## src/rtl/core/swrl_pkg.sv

```systemverilog
package swrl_pkg;

	// fixed field widths
	localparam int TIME_W   = 32;
	localparam int PERIOD_W = 16;
	localparam int BURST_W  = 5;
	localparam int CFG_W    = PERIOD_W;
	localparam int CFG_IDX_W = 1;

	// parameter defaults
	localparam int MAX_BURST_DEF  = 16;
	localparam int WAIT_DEPTH_DEF = 64;
	localparam int ID_BITS_DEF    = 8;

	// register reset values
	localparam logic [PERIOD_W-1:0] PERIOD_RESET = 16'd1100;
	localparam logic [BURST_W-1:0]  BURST_RESET  = 5'd10;

	// register indexes
	localparam logic [CFG_IDX_W-1:0] REG_PERIOD = 1'b0;
	localparam logic [CFG_IDX_W-1:0] REG_BURST  = 1'b1;

	// item opcodes
	localparam logic OP_TICK    = 1'b0;
	localparam logic OP_REQUEST = 1'b1;

	typedef enum logic [1:0] {
		ST_GRANTED  = 2'd0,
		ST_QUEUED   = 2'd1,
		ST_REJECTED = 2'd2,
		ST_RELEASED = 2'd3
	} status_t;

	typedef enum logic [0:0] {
		ALU_ADD = 1'b0,
		ALU_SUB = 1'b1
	} alu_op_t;

	typedef struct packed {
		logic borrow;
		logic zero;
	} alu_flags_t;

endpackage

```

## src/rtl/core/swrl_ram.sv

```systemverilog
module swrl_ram #(
	parameter int WIDTH = 8,
	parameter int DEPTH = 16,
	localparam int AW = (DEPTH > 1) ? $clog2(DEPTH) : 1
) (
	input  logic             clk,
	input  logic             we,
	input  logic [AW-1:0]    waddr,
	input  logic [WIDTH-1:0] wdata,
	input  logic [AW-1:0]    raddr,
	output logic [WIDTH-1:0] rdata
);

	logic [WIDTH-1:0] mem [DEPTH];
	logic [WIDTH-1:0] rdata_q;

	always_ff @(posedge clk) begin
		if (we) begin
			mem[waddr] <= wdata;
		end
		rdata_q <= mem[raddr];
	end

	assign rdata = rdata_q;

endmodule

```

## src/rtl/core/swrl_alu.sv

```systemverilog
module swrl_alu (
	input  swrl_pkg::alu_op_t                op,
	input  logic [swrl_pkg::TIME_W-1:0]      a,
	input  logic [swrl_pkg::TIME_W-1:0]      b,
	output logic [swrl_pkg::TIME_W-1:0]      res,
	output swrl_pkg::alu_flags_t             flags
);

	localparam int W = swrl_pkg::TIME_W;

	logic         is_sub;
	logic [W-1:0] b_op;
	logic [W:0]   sum;

	// subtract as a + ~b + 1, carry out clear means borrow
	assign is_sub = (op == swrl_pkg::ALU_SUB);
	assign b_op   = is_sub ? ~b : b;
	assign sum    = {1'b0, a} + {1'b0, b_op} + {{W{1'b0}}, is_sub};

	assign res          = sum[W-1:0];
	assign flags.borrow = is_sub & ~sum[W];
	assign flags.zero   = (sum[W-1:0] == '0);

endmodule

```

## src/rtl/core/sliding_window_rate_limiter_core.sv

```systemverilog
// sliding window burst rate limiter
//
// input items: start with opcode and request_id; an item is taken at a rising
// edge where start is high and busy is low. opcode tick advances the
// millisecond clock, opcode request asks for a grant for request_id.
// results: valid is high for exactly one cycle per result item, with
// granted_id, status and last; the receiver cannot stall, so nothing waits.
// a request always gives one item (granted, queued or rejected), last set.
// a tick gives nothing unless the release timer expires, and then one released
// item per cycle, back to back, while ids wait and the log has room, the final
// one with last set. configuration: cfg_we, cfg_index, cfg_data, to be
// written only while idle; the block does not enforce it. sequencing: one
// shared 32-bit add/subtract unit under a sequencer, one operation per cycle.
// a request runs S_MUL, S_REQ (result registered), and S_SETTLE to S_TFIRE if
// it starts the timer. a tick runs S_MUL, S_INC, S_CHK; an expiry adds S_AGE,
// S_CMP if grants are logged, S_REL, and S_SETTLE to S_TFIRE if grants remain.
// reset: arst_n clears the clock, timer, both queues and loads the register
// defaults; the timestamp and id memories are left as they are.
module sliding_window_rate_limiter_core #(
	parameter int MAX_BURST  = swrl_pkg::MAX_BURST_DEF,
	parameter int WAIT_DEPTH = swrl_pkg::WAIT_DEPTH_DEF,
	parameter int ID_BITS    = swrl_pkg::ID_BITS_DEF
) (
	input  logic                           clk,
	input  logic                           arst_n,
	input  logic                           start,
	output logic                           busy,
	input  logic                           opcode,
	input  logic [ID_BITS-1:0]             request_id,
	input  logic                           cfg_we,
	input  logic [swrl_pkg::CFG_IDX_W-1:0] cfg_index,
	input  logic [swrl_pkg::CFG_W-1:0]     cfg_data,
	output logic                           valid,
	output logic [ID_BITS-1:0]             granted_id,
	output logic [1:0]                     status,
	output logic                           last
);

	localparam int TW = swrl_pkg::TIME_W;
	localparam int PW = swrl_pkg::PERIOD_W;
	localparam int BW = swrl_pkg::BURST_W;
	// grant log index, grant count, wait index, wait count
	localparam int GB = (MAX_BURST > 1) ? $clog2(MAX_BURST) : 1;
	localparam int CB = $clog2(MAX_BURST + 1);
	localparam int WB = $clog2(WAIT_DEPTH);
	localparam int WC = $clog2(WAIT_DEPTH + 1);
	localparam int GS = CB + 1;
	localparam int WS = WC + 1;
	localparam int EW = (CB > BW) ? CB : BW;
	localparam int WW = PW + CB;

	typedef enum logic [12:0] {
		S_IDLE   = 13'b0000000000001,
		S_MUL    = 13'b0000000000010,
		S_REQ    = 13'b0000000000100,
		S_INC    = 13'b0000000001000,
		S_CHK    = 13'b0000000010000,
		S_AGE    = 13'b0000000100000,
		S_CMP    = 13'b0000001000000,
		S_REL    = 13'b0000010000000,
		S_SETTLE = 13'b0000100000000,
		S_TAGE   = 13'b0001000000000,
		S_TREM   = 13'b0010000000000,
		S_TMAX   = 13'b0100000000000,
		S_TFIRE  = 13'b1000000000000
	} state_t;

	state_t state_q, state_d;

	// item and configuration
	logic               op_q;
	logic [ID_BITS-1:0] id_q;
	logic [PW-1:0]      period_q;
	logic [BW-1:0]      burst_q;

	// limiter state
	logic [TW-1:0] now_q;
	logic [TW-1:0] fire_q;
	logic          timer_q;
	logic [GB-1:0] ghead_q;
	logic [CB-1:0] gcount_q;
	logic [WB-1:0] whead_q;
	logic [WC-1:0] wcount_q;

	// working registers: window length and age / remainder / delay scratch
	logic [WW-1:0] window_q;
	logic [TW-1:0] acc_q;

	// result register
	logic               valid_q;
	logic [ID_BITS-1:0] out_id_q;
	swrl_pkg::status_t  status_q;
	logic               last_q;

	// derived control
	logic [EW-1:0] burst_ext;
	logic [CB-1:0] eff;
	logic [GS-1:0] gsum;
	logic [GB-1:0] gtail;
	logic [GB-1:0] ghead_nxt;
	logic [WS-1:0] wsum;
	logic [WB-1:0] wtail;
	logic [WB-1:0] whead_nxt;
	logic          grant_room;
	logic          wait_room;
	logic          rel_go;
	logic          rel_more;
	logic          g_we, g_adv, w_we, w_adv;
	logic [GB-1:0] g_raddr;
	logic [WB-1:0] w_raddr;
	logic [TW-1:0] g_rdata;
	logic [ID_BITS-1:0] w_rdata;

	// shared unit
	swrl_pkg::alu_op_t    alu_op;
	logic [TW-1:0]        alu_a, alu_b, alu_res;
	swrl_pkg::alu_flags_t alu_flags;
	logic                 alu_ge;

	// burst clamped to 1 .. MAX_BURST
	always_comb begin
		burst_ext = EW'(burst_q);
		if (burst_ext == '0) begin
			eff = CB'(1);
		end else if (burst_ext > EW'(MAX_BURST)) begin
			eff = CB'(MAX_BURST);
		end else begin
			eff = CB'(burst_ext);
		end
	end

	// ring positions, wrapping at the depth
	always_comb begin
		gsum = GS'(ghead_q) + GS'(gcount_q);
		if (gsum >= GS'(MAX_BURST)) begin
			gsum = gsum - GS'(MAX_BURST);
		end
		wsum = WS'(whead_q) + WS'(wcount_q);
		if (wsum >= WS'(WAIT_DEPTH)) begin
			wsum = wsum - WS'(WAIT_DEPTH);
		end
	end

	assign gtail     = gsum[GB-1:0];
	assign wtail     = wsum[WB-1:0];
	assign ghead_nxt = (ghead_q == GB'(MAX_BURST - 1)) ? '0 : ghead_q + GB'(1);
	assign whead_nxt = (whead_q == WB'(WAIT_DEPTH - 1)) ? '0 : whead_q + WB'(1);

	assign grant_room = (gcount_q < eff);
	assign wait_room  = (wcount_q < WC'(WAIT_DEPTH));
	assign rel_go     = grant_room && (wcount_q != '0);
	// another release follows this one in the next cycle
	assign rel_more   = ((GS'(gcount_q) + GS'(1)) < GS'(eff)) && (wcount_q > WC'(1));

	// operand selection for the shared add/subtract unit
	always_comb begin
		alu_op = swrl_pkg::ALU_ADD;
		alu_a  = '0;
		alu_b  = '0;
		unique case (state_q)
			S_INC: begin
				alu_a = now_q;
				alu_b = TW'(1);
			end
			S_CHK: begin
				alu_op = swrl_pkg::ALU_SUB;
				alu_a  = now_q;
				alu_b  = fire_q;
			end
			S_AGE, S_TAGE: begin
				// age of the oldest logged grant, modulo 2^32
				alu_op = swrl_pkg::ALU_SUB;
				alu_a  = now_q;
				alu_b  = g_rdata;
			end
			S_CMP, S_TREM: begin
				// window - age: borrow or zero means the age reached the window
				alu_op = swrl_pkg::ALU_SUB;
				alu_a  = TW'(window_q);
				alu_b  = acc_q;
			end
			S_TMAX: begin
				alu_op = swrl_pkg::ALU_SUB;
				alu_a  = acc_q;
				alu_b  = TW'(period_q);
			end
			S_TFIRE: begin
				alu_a = now_q;
				alu_b = acc_q;
			end
			default: begin
				alu_op = swrl_pkg::ALU_ADD;
			end
		endcase
	end

	assign alu_ge = alu_flags.borrow | alu_flags.zero;

	swrl_alu u_alu (
		.op    (alu_op),
		.a     (alu_a),
		.b     (alu_b),
		.res   (alu_res),
		.flags (alu_flags)
	);

	// sequencer next state and memory strobes
	always_comb begin
		state_d = state_q;
		g_we    = 1'b0;
		g_adv   = 1'b0;
		w_we    = 1'b0;
		w_adv   = 1'b0;
		unique case (state_q)
			S_IDLE: begin
				if (start) begin
					state_d = S_MUL;
				end
			end
			S_MUL: begin
				state_d = (op_q == swrl_pkg::OP_TICK) ? S_INC : S_REQ;
			end
			S_REQ: begin
				if (grant_room) begin
					g_we = 1'b1;
				end else if (wait_room) begin
					w_we = 1'b1;
				end
				// first grant in an empty log arms the timer
				if (!timer_q && (grant_room || gcount_q != '0)) begin
					state_d = S_SETTLE;
				end else begin
					state_d = S_IDLE;
				end
			end
			S_INC: begin
				state_d = S_CHK;
			end
			S_CHK: begin
				if (timer_q && alu_flags.zero) begin
					state_d = (gcount_q != '0) ? S_AGE : S_REL;
				end else begin
					state_d = S_IDLE;
				end
			end
			S_AGE: begin
				state_d = S_CMP;
			end
			S_CMP: begin
				// drop the oldest grant once it has aged out of the window
				g_adv   = alu_ge;
				state_d = S_REL;
			end
			S_REL: begin
				if (rel_go) begin
					w_adv = 1'b1;
					g_we  = 1'b1;
				end else begin
					state_d = (gcount_q != '0) ? S_SETTLE : S_IDLE;
				end
			end
			S_SETTLE: begin
				// lets the head timestamp read catch up with the last write
				state_d = S_TAGE;
			end
			S_TAGE: begin
				state_d = S_TREM;
			end
			S_TREM: begin
				state_d = S_TMAX;
			end
			S_TMAX: begin
				state_d = S_TFIRE;
			end
			S_TFIRE: begin
				state_d = S_IDLE;
			end
			default: begin
				state_d = S_IDLE;
			end
		endcase
	end

	// read addresses look one entry ahead when the head moves
	assign g_raddr = g_adv ? ghead_nxt : ghead_q;
	assign w_raddr = w_adv ? whead_nxt : whead_q;

	// grant timestamp log
	swrl_ram #(
		.WIDTH (TW),
		.DEPTH (MAX_BURST)
	) u_grant_ram (
		.clk   (clk),
		.we    (g_we),
		.waddr (gtail),
		.wdata (now_q),
		.raddr (g_raddr),
		.rdata (g_rdata)
	);

	// waiting id fifo
	swrl_ram #(
		.WIDTH (ID_BITS),
		.DEPTH (WAIT_DEPTH)
	) u_wait_ram (
		.clk   (clk),
		.we    (w_we),
		.waddr (wtail),
		.wdata (id_q),
		.raddr (w_raddr),
		.rdata (w_rdata)
	);

	// control state
	always_ff @(posedge clk or negedge arst_n) begin
		if (!arst_n) begin
			state_q  <= S_IDLE;
			period_q <= swrl_pkg::PERIOD_RESET;
			burst_q  <= swrl_pkg::BURST_RESET;
			now_q    <= '0;
			fire_q   <= '0;
			timer_q  <= 1'b0;
			ghead_q  <= '0;
			gcount_q <= '0;
			whead_q  <= '0;
			wcount_q <= '0;
			valid_q  <= 1'b0;
		end else begin
			state_q <= state_d;
			valid_q <= 1'b0;
			if (cfg_we) begin
				unique case (cfg_index)
					swrl_pkg::REG_PERIOD: period_q <= cfg_data;
					swrl_pkg::REG_BURST:  burst_q  <= cfg_data[BW-1:0];
					default: ;
				endcase
			end
			unique case (state_q)
				S_REQ: begin
					valid_q <= 1'b1;
					if (grant_room) begin
						gcount_q <= gcount_q + CB'(1);
					end else if (wait_room) begin
						wcount_q <= wcount_q + WC'(1);
					end
				end
				S_INC: begin
					now_q <= alu_res;
				end
				S_CMP: begin
					if (alu_ge) begin
						ghead_q  <= ghead_nxt;
						gcount_q <= gcount_q - CB'(1);
					end
				end
				S_REL: begin
					if (rel_go) begin
						valid_q  <= 1'b1;
						whead_q  <= whead_nxt;
						wcount_q <= wcount_q - WC'(1);
						gcount_q <= gcount_q + CB'(1);
					end else if (gcount_q == '0) begin
						timer_q <= 1'b0;
					end
				end
				S_TFIRE: begin
					fire_q  <= alu_res;
					timer_q <= 1'b1;
				end
				default: ;
			endcase
		end
	end

	// item capture, working registers and result payload
	always_ff @(posedge clk) begin
		unique case (state_q)
			S_IDLE: begin
				if (start) begin
					op_q <= opcode;
					id_q <= request_id;
				end
			end
			S_MUL: begin
				window_q <= WW'(period_q) * WW'(eff);
			end
			S_REQ: begin
				out_id_q <= id_q;
				last_q   <= 1'b1;
				if (grant_room) begin
					status_q <= swrl_pkg::ST_GRANTED;
				end else if (wait_room) begin
					status_q <= swrl_pkg::ST_QUEUED;
				end else begin
					status_q <= swrl_pkg::ST_REJECTED;
				end
			end
			S_AGE, S_TAGE: begin
				acc_q <= alu_res;
			end
			S_TREM: begin
				// remaining time clamps at zero once the head is past the window
				acc_q <= alu_ge ? '0 : alu_res;
			end
			S_TMAX: begin
				// delay is the larger of remainder and period, at least one tick
				if (alu_flags.borrow) begin
					acc_q <= (period_q == '0) ? TW'(1) : TW'(period_q);
				end else begin
					acc_q <= (acc_q == '0) ? TW'(1) : acc_q;
				end
			end
			S_REL: begin
				if (rel_go) begin
					out_id_q <= w_rdata;
					status_q <= swrl_pkg::ST_RELEASED;
					last_q   <= !rel_more;
				end
			end
			default: ;
		endcase
	end

	assign busy       = (state_q != S_IDLE);
	assign valid      = valid_q;
	assign granted_id = out_id_q;
	assign status     = status_q;
	assign last       = last_q;

endmodule

```

## config.mk

```make
export PLATFORM = sky130hd
export DESIGN_NAME = sliding_window_rate_limiter_core
export DESIGN_NICKNAME = d
export VERILOG_FILES = /design/src/rtl/core/swrl_pkg.sv /design/src/rtl/core/swrl_ram.sv /design/src/rtl/core/swrl_alu.sv /design/src/rtl/core/sliding_window_rate_limiter_core.sv
export SDC_FILE = /design/constraint.sdc
export NUM_CORES = 2
export LEC_CHECK = 0
export BUFFER_PORTS_ARGS = -buffer_cell sky130_fd_sc_hd__buf_2
export CAP_MARGIN = 15
export CORE_MARGIN = 2
export CORE_UTILIZATION = 30
export CTS_BUF_LIST = sky130_fd_sc_hd__clkbuf_2
export CTS_CLUSTER_SIZE = 20
export DETAILED_ROUTE_END_ITERATION = 16
export GPL_ROUTABILITY_DRIVEN = 1
export HOLD_SLACK_MARGIN = 0.03
export SYNTH_ARGS = -nofsm -noshare
export SYNTH_HDL_FRONTEND = slang
export SYNTH_HIERARCHICAL = 1
export SYNTH_SLANG_ARGS = --single-unit
```

## constraint.sdc

```tcl
create_clock -name clk -period 8.39 [get_ports clk]
set_clock_uncertainty 0.2 [all_clocks]
set_input_delay 0.839 -clock clk [delete_from_list [all_inputs] [get_ports clk]]
set_output_delay 0.839 -clock clk [all_outputs]
set_load 0.02 [all_outputs]
```

==> impl_metrics.toml <==
[status]
status = "completed"

[synth]
synthFlopType = "edfxtp_1"
synth.net_count = 3413
synth_top_cell_by_area = "edfxtp_1"
synth_warnings = 6
synthTopCellsByArea = "edfxtp_1 60%, mux4_2 10%, dfrtp_1 5.3%"
yosysTopAreaCellShare_pct = 60.40
synth_cell_type_count = 97
avgSynthCellArea_um2 = 16.79
syn-cell-area_mm2 = 0.05454
seq_area_frac_synth_pct = 67.48
synth_edf_count = 1097
synthArstFlopShare_pct = 9.690
synthesis.instances = 3249
ys_seq_elements = 1259

[placed_design]
place.gp.congestion = 0.9501
dpl.hpwl_um = 84920
placedInstanceArea_mm2 = 0.05813
io_buffers = 42

[sta]
relSlewSlack_pct = 15.01
drv_slew = 0
rsz0062_at_grt = "false"
period_needed_ps = 8005
tightest_slew_ps = 1266
setup_viol = 0
hold_viol = 0
tns_ps = 0
max_freq_ghz = 0.1249
fin_crit_sh_pct = 95.41

[floorplan]
rows = 156
die_w_um = 430.4
coreArea_mm2 = 0.1807
io_pins = 43
die-area_mm2 = 0.1852
initial_core_util_pct = 30.17
die_h_um = 430.4

[critical_path]
cp.depth = 27
start_kind = "register"
crit_required_ps = 9690
max_stage_delay_ps = 630
cp-end-kind = "register"
worst-r2r-cell-count = 27
cp_slowest_cell = "or4_4"
path_common_cell = "buf_4"
cp_max_fo = 17
crit_type = "reg -> reg"
crit_arrival_ps = 9310
crit_family = "simple AND/OR/NAND/NOR gates"
path_buf_inv = 4

[clocking]
clkLatencyLatePin_ps = 1660
clk_path_buf_depth = 4
cts_tree = "yes"
clock-sinks = 1259
path_clk_slew_ps = 100
h-tree-depth = 5
root_buffer = "clkbuf_2"
cts_buffers = 317

[detailed_routing]
dr_total_vias = 31630
wl_per_cell_um = 22.29
first_iter_violations = 3092
firstDrtPassIters = 8
drcViolationCount = 0
ant_nets = 0
totalWireLength_um = 139000
viasPerCell = 5.069

[finish]
nets = 3806
syn2layout_area_growth_pct = 13.33
drive_gt1_share_pct = 27.69
final_area_mm2 = 0.06181

[power]
p_total_uw = 12510
leakagePower_uw = 0.02257
p_per_area_mw_per_mm2 = 202.5
ir_drop_v = 0.0001038

[grt]
grt_max_degree = 67
track_usage_pct = 14.84
antenna_found_initial = 3
overflow = 0
grt_pass1_vias = 32510
grt_pass1_wl_um = 207500

[flow_run]
maxCapViolations = 0

[worst_hold_path]
min-delay-path-class = "reg -> reg"
whs_path_depth = 1
logic make-up after synthesis:
| group | after synthesis | share of synthesized area, % |
|---|---|---|
| xor gates and xnor gates | 99 | 1.590 |
| DFF | 1259 | 67.48 |
| and+or+nand+nor | 683 | 6.236 |
| AOI/OAI and AO/OA | 420 | 5.639 |
| buffers and inverters | 272 | 2.267 |
| muxes | 382 | 13.08 |
| adders and majority gates | 134 | 3.707 |
area by class of cell:
class / instances / area [µm²]
flip-flops and latches: 1259 / 36800
well taps: 2370 / 2965
repair buffers: 237 / 2116
inverters: 109 / 409.1
fillers: 17370 / 118900
multi-input cells: 1718 / 16780
clock inverters: 73 / 390.4
diodes: 9 / 22.52
clock buffers: 464 / 2322
stage by stage:
step | util (%) | cells | worst slack, ps | hold slack, ps
2_1_floorplan | - | 3249 | 1414 | 196.0
3_3_place_gp | 32.16 | 5609 | 333.3 | 284.0
3_5_place_dp | 32.16 | 5610 | 181.7 | 279.2
4_1_cts | 34.11 | 6225 | 100.8 | 100.3
5_1_grt | 34.19 | 6235 | 39.39 | 263.4
6_report | 34.20 | 6239 | 385.1 | 318.4
layout by cell type (no fill, tap or decap), drive strengths merged, types with 54 or more instances in the layout:
cell	synthesis	final
mux2	101	101
a21oi	70	70
edfxtp	1097	1097
nand2	227	227
and2	81	81
clkinv	0	65
xor2	58	58
a22oi	90	90
dlygate4sd3	0	77
buf	87	159
ha	88	88
nor2	156	156
mux4	254	254
o21ai	54	54
dfrtp	115	115
inv	109	113
clkbuf	76	465
final timing paths:
path                                 start                    end  slack [ps]
worst max-delay path            state_q[2]  u_grant_ram/rdata[19]         390
worst min-delay path            fire_q[21]             fire_q[21]         320
worst max register to register  state_q[2]  u_grant_ram/rdata[19]         390
worst min register to register  fire_q[21]             fire_q[21]         320
max in group asynchronous           arst_n               now_q[2]        6520
min in group asynchronous           arst_n               now_q[9]         710
cells in the mapped netlist, types with 7 or more instances:
master and count:
and3_1 10, a21o_1 20, o21ai_0 48, a22oi_1 88, a31oi_1 11, o221ai_1 9, and2_1 81, nand2_1 227
nand2b_1 14, buf_1 15, nand4_1 25, mux2i_1 26, edfxtp_1 1097, a221oi_1 9, nor2b_1 23, inv_1 108
dfrtp_1 115, fa_1 46, mux4_2 254, clkbuf_1 76, nor3_1 35, mux2_2 101, ha_1 88, o22ai_1 12
dfstp_2 7, a222oi_1 31, nor4_1 22, dfxtp_1 40, xnor2_1 41, nand3b_1 8, a22o_1 26, buf_2 41
nand3_1 36, a21oi_1 70, o21a_1 8, nor2_1 155, xor2_1 58, a211oi_1 13, buf_4 23
metal layers:
metal  share of wire, %  wire (µm)  up-vias  GRT usage (%)
met5                  0          0        -              0
met4                2.9       3979        0          5.677
met3                6.8       9490      252          3.019
met2                 48      66570     1198          23.95
met1                 42      59000    16370          19.69
li1                   -          -    13800              -
state kept, by name, indices dropped and copies added (netlist names), 2 cells and up:
signal             count
u_grant_ram/mem      512
u_wait_ram/mem       512
acc_q                 32
fire_q                32
now_q                 32
u_grant_ram/rdata     32
window_q              21
period_q              16
state_q               13
granted_id             8
id_q                   8
u_wait_ram/rdata       8
wcount_q               7
whead_q                6
burst_ext              5
gcount_q               5
ghead_q                4
status                 2
power by group:
group / total, µW / switching, µW / internal [µW] / leakage, µW
clock: 4020 / 2440 / 1580 / 0.00212
combinational: 1330 / 850 / 480 / 0.00787
sequential: 7160 / 113 / 7050 / 0.0126
timing repair:
action                                 4_1_cts  5_1_grt
endpoints found under the hold margin      157        0
setup buffers                                0        3
hold buffers                                78        0
setup endpoints to repair                    0       32
gates resized for setup                      0       17
No activity file was read; power rests on OpenSTA's default activity.
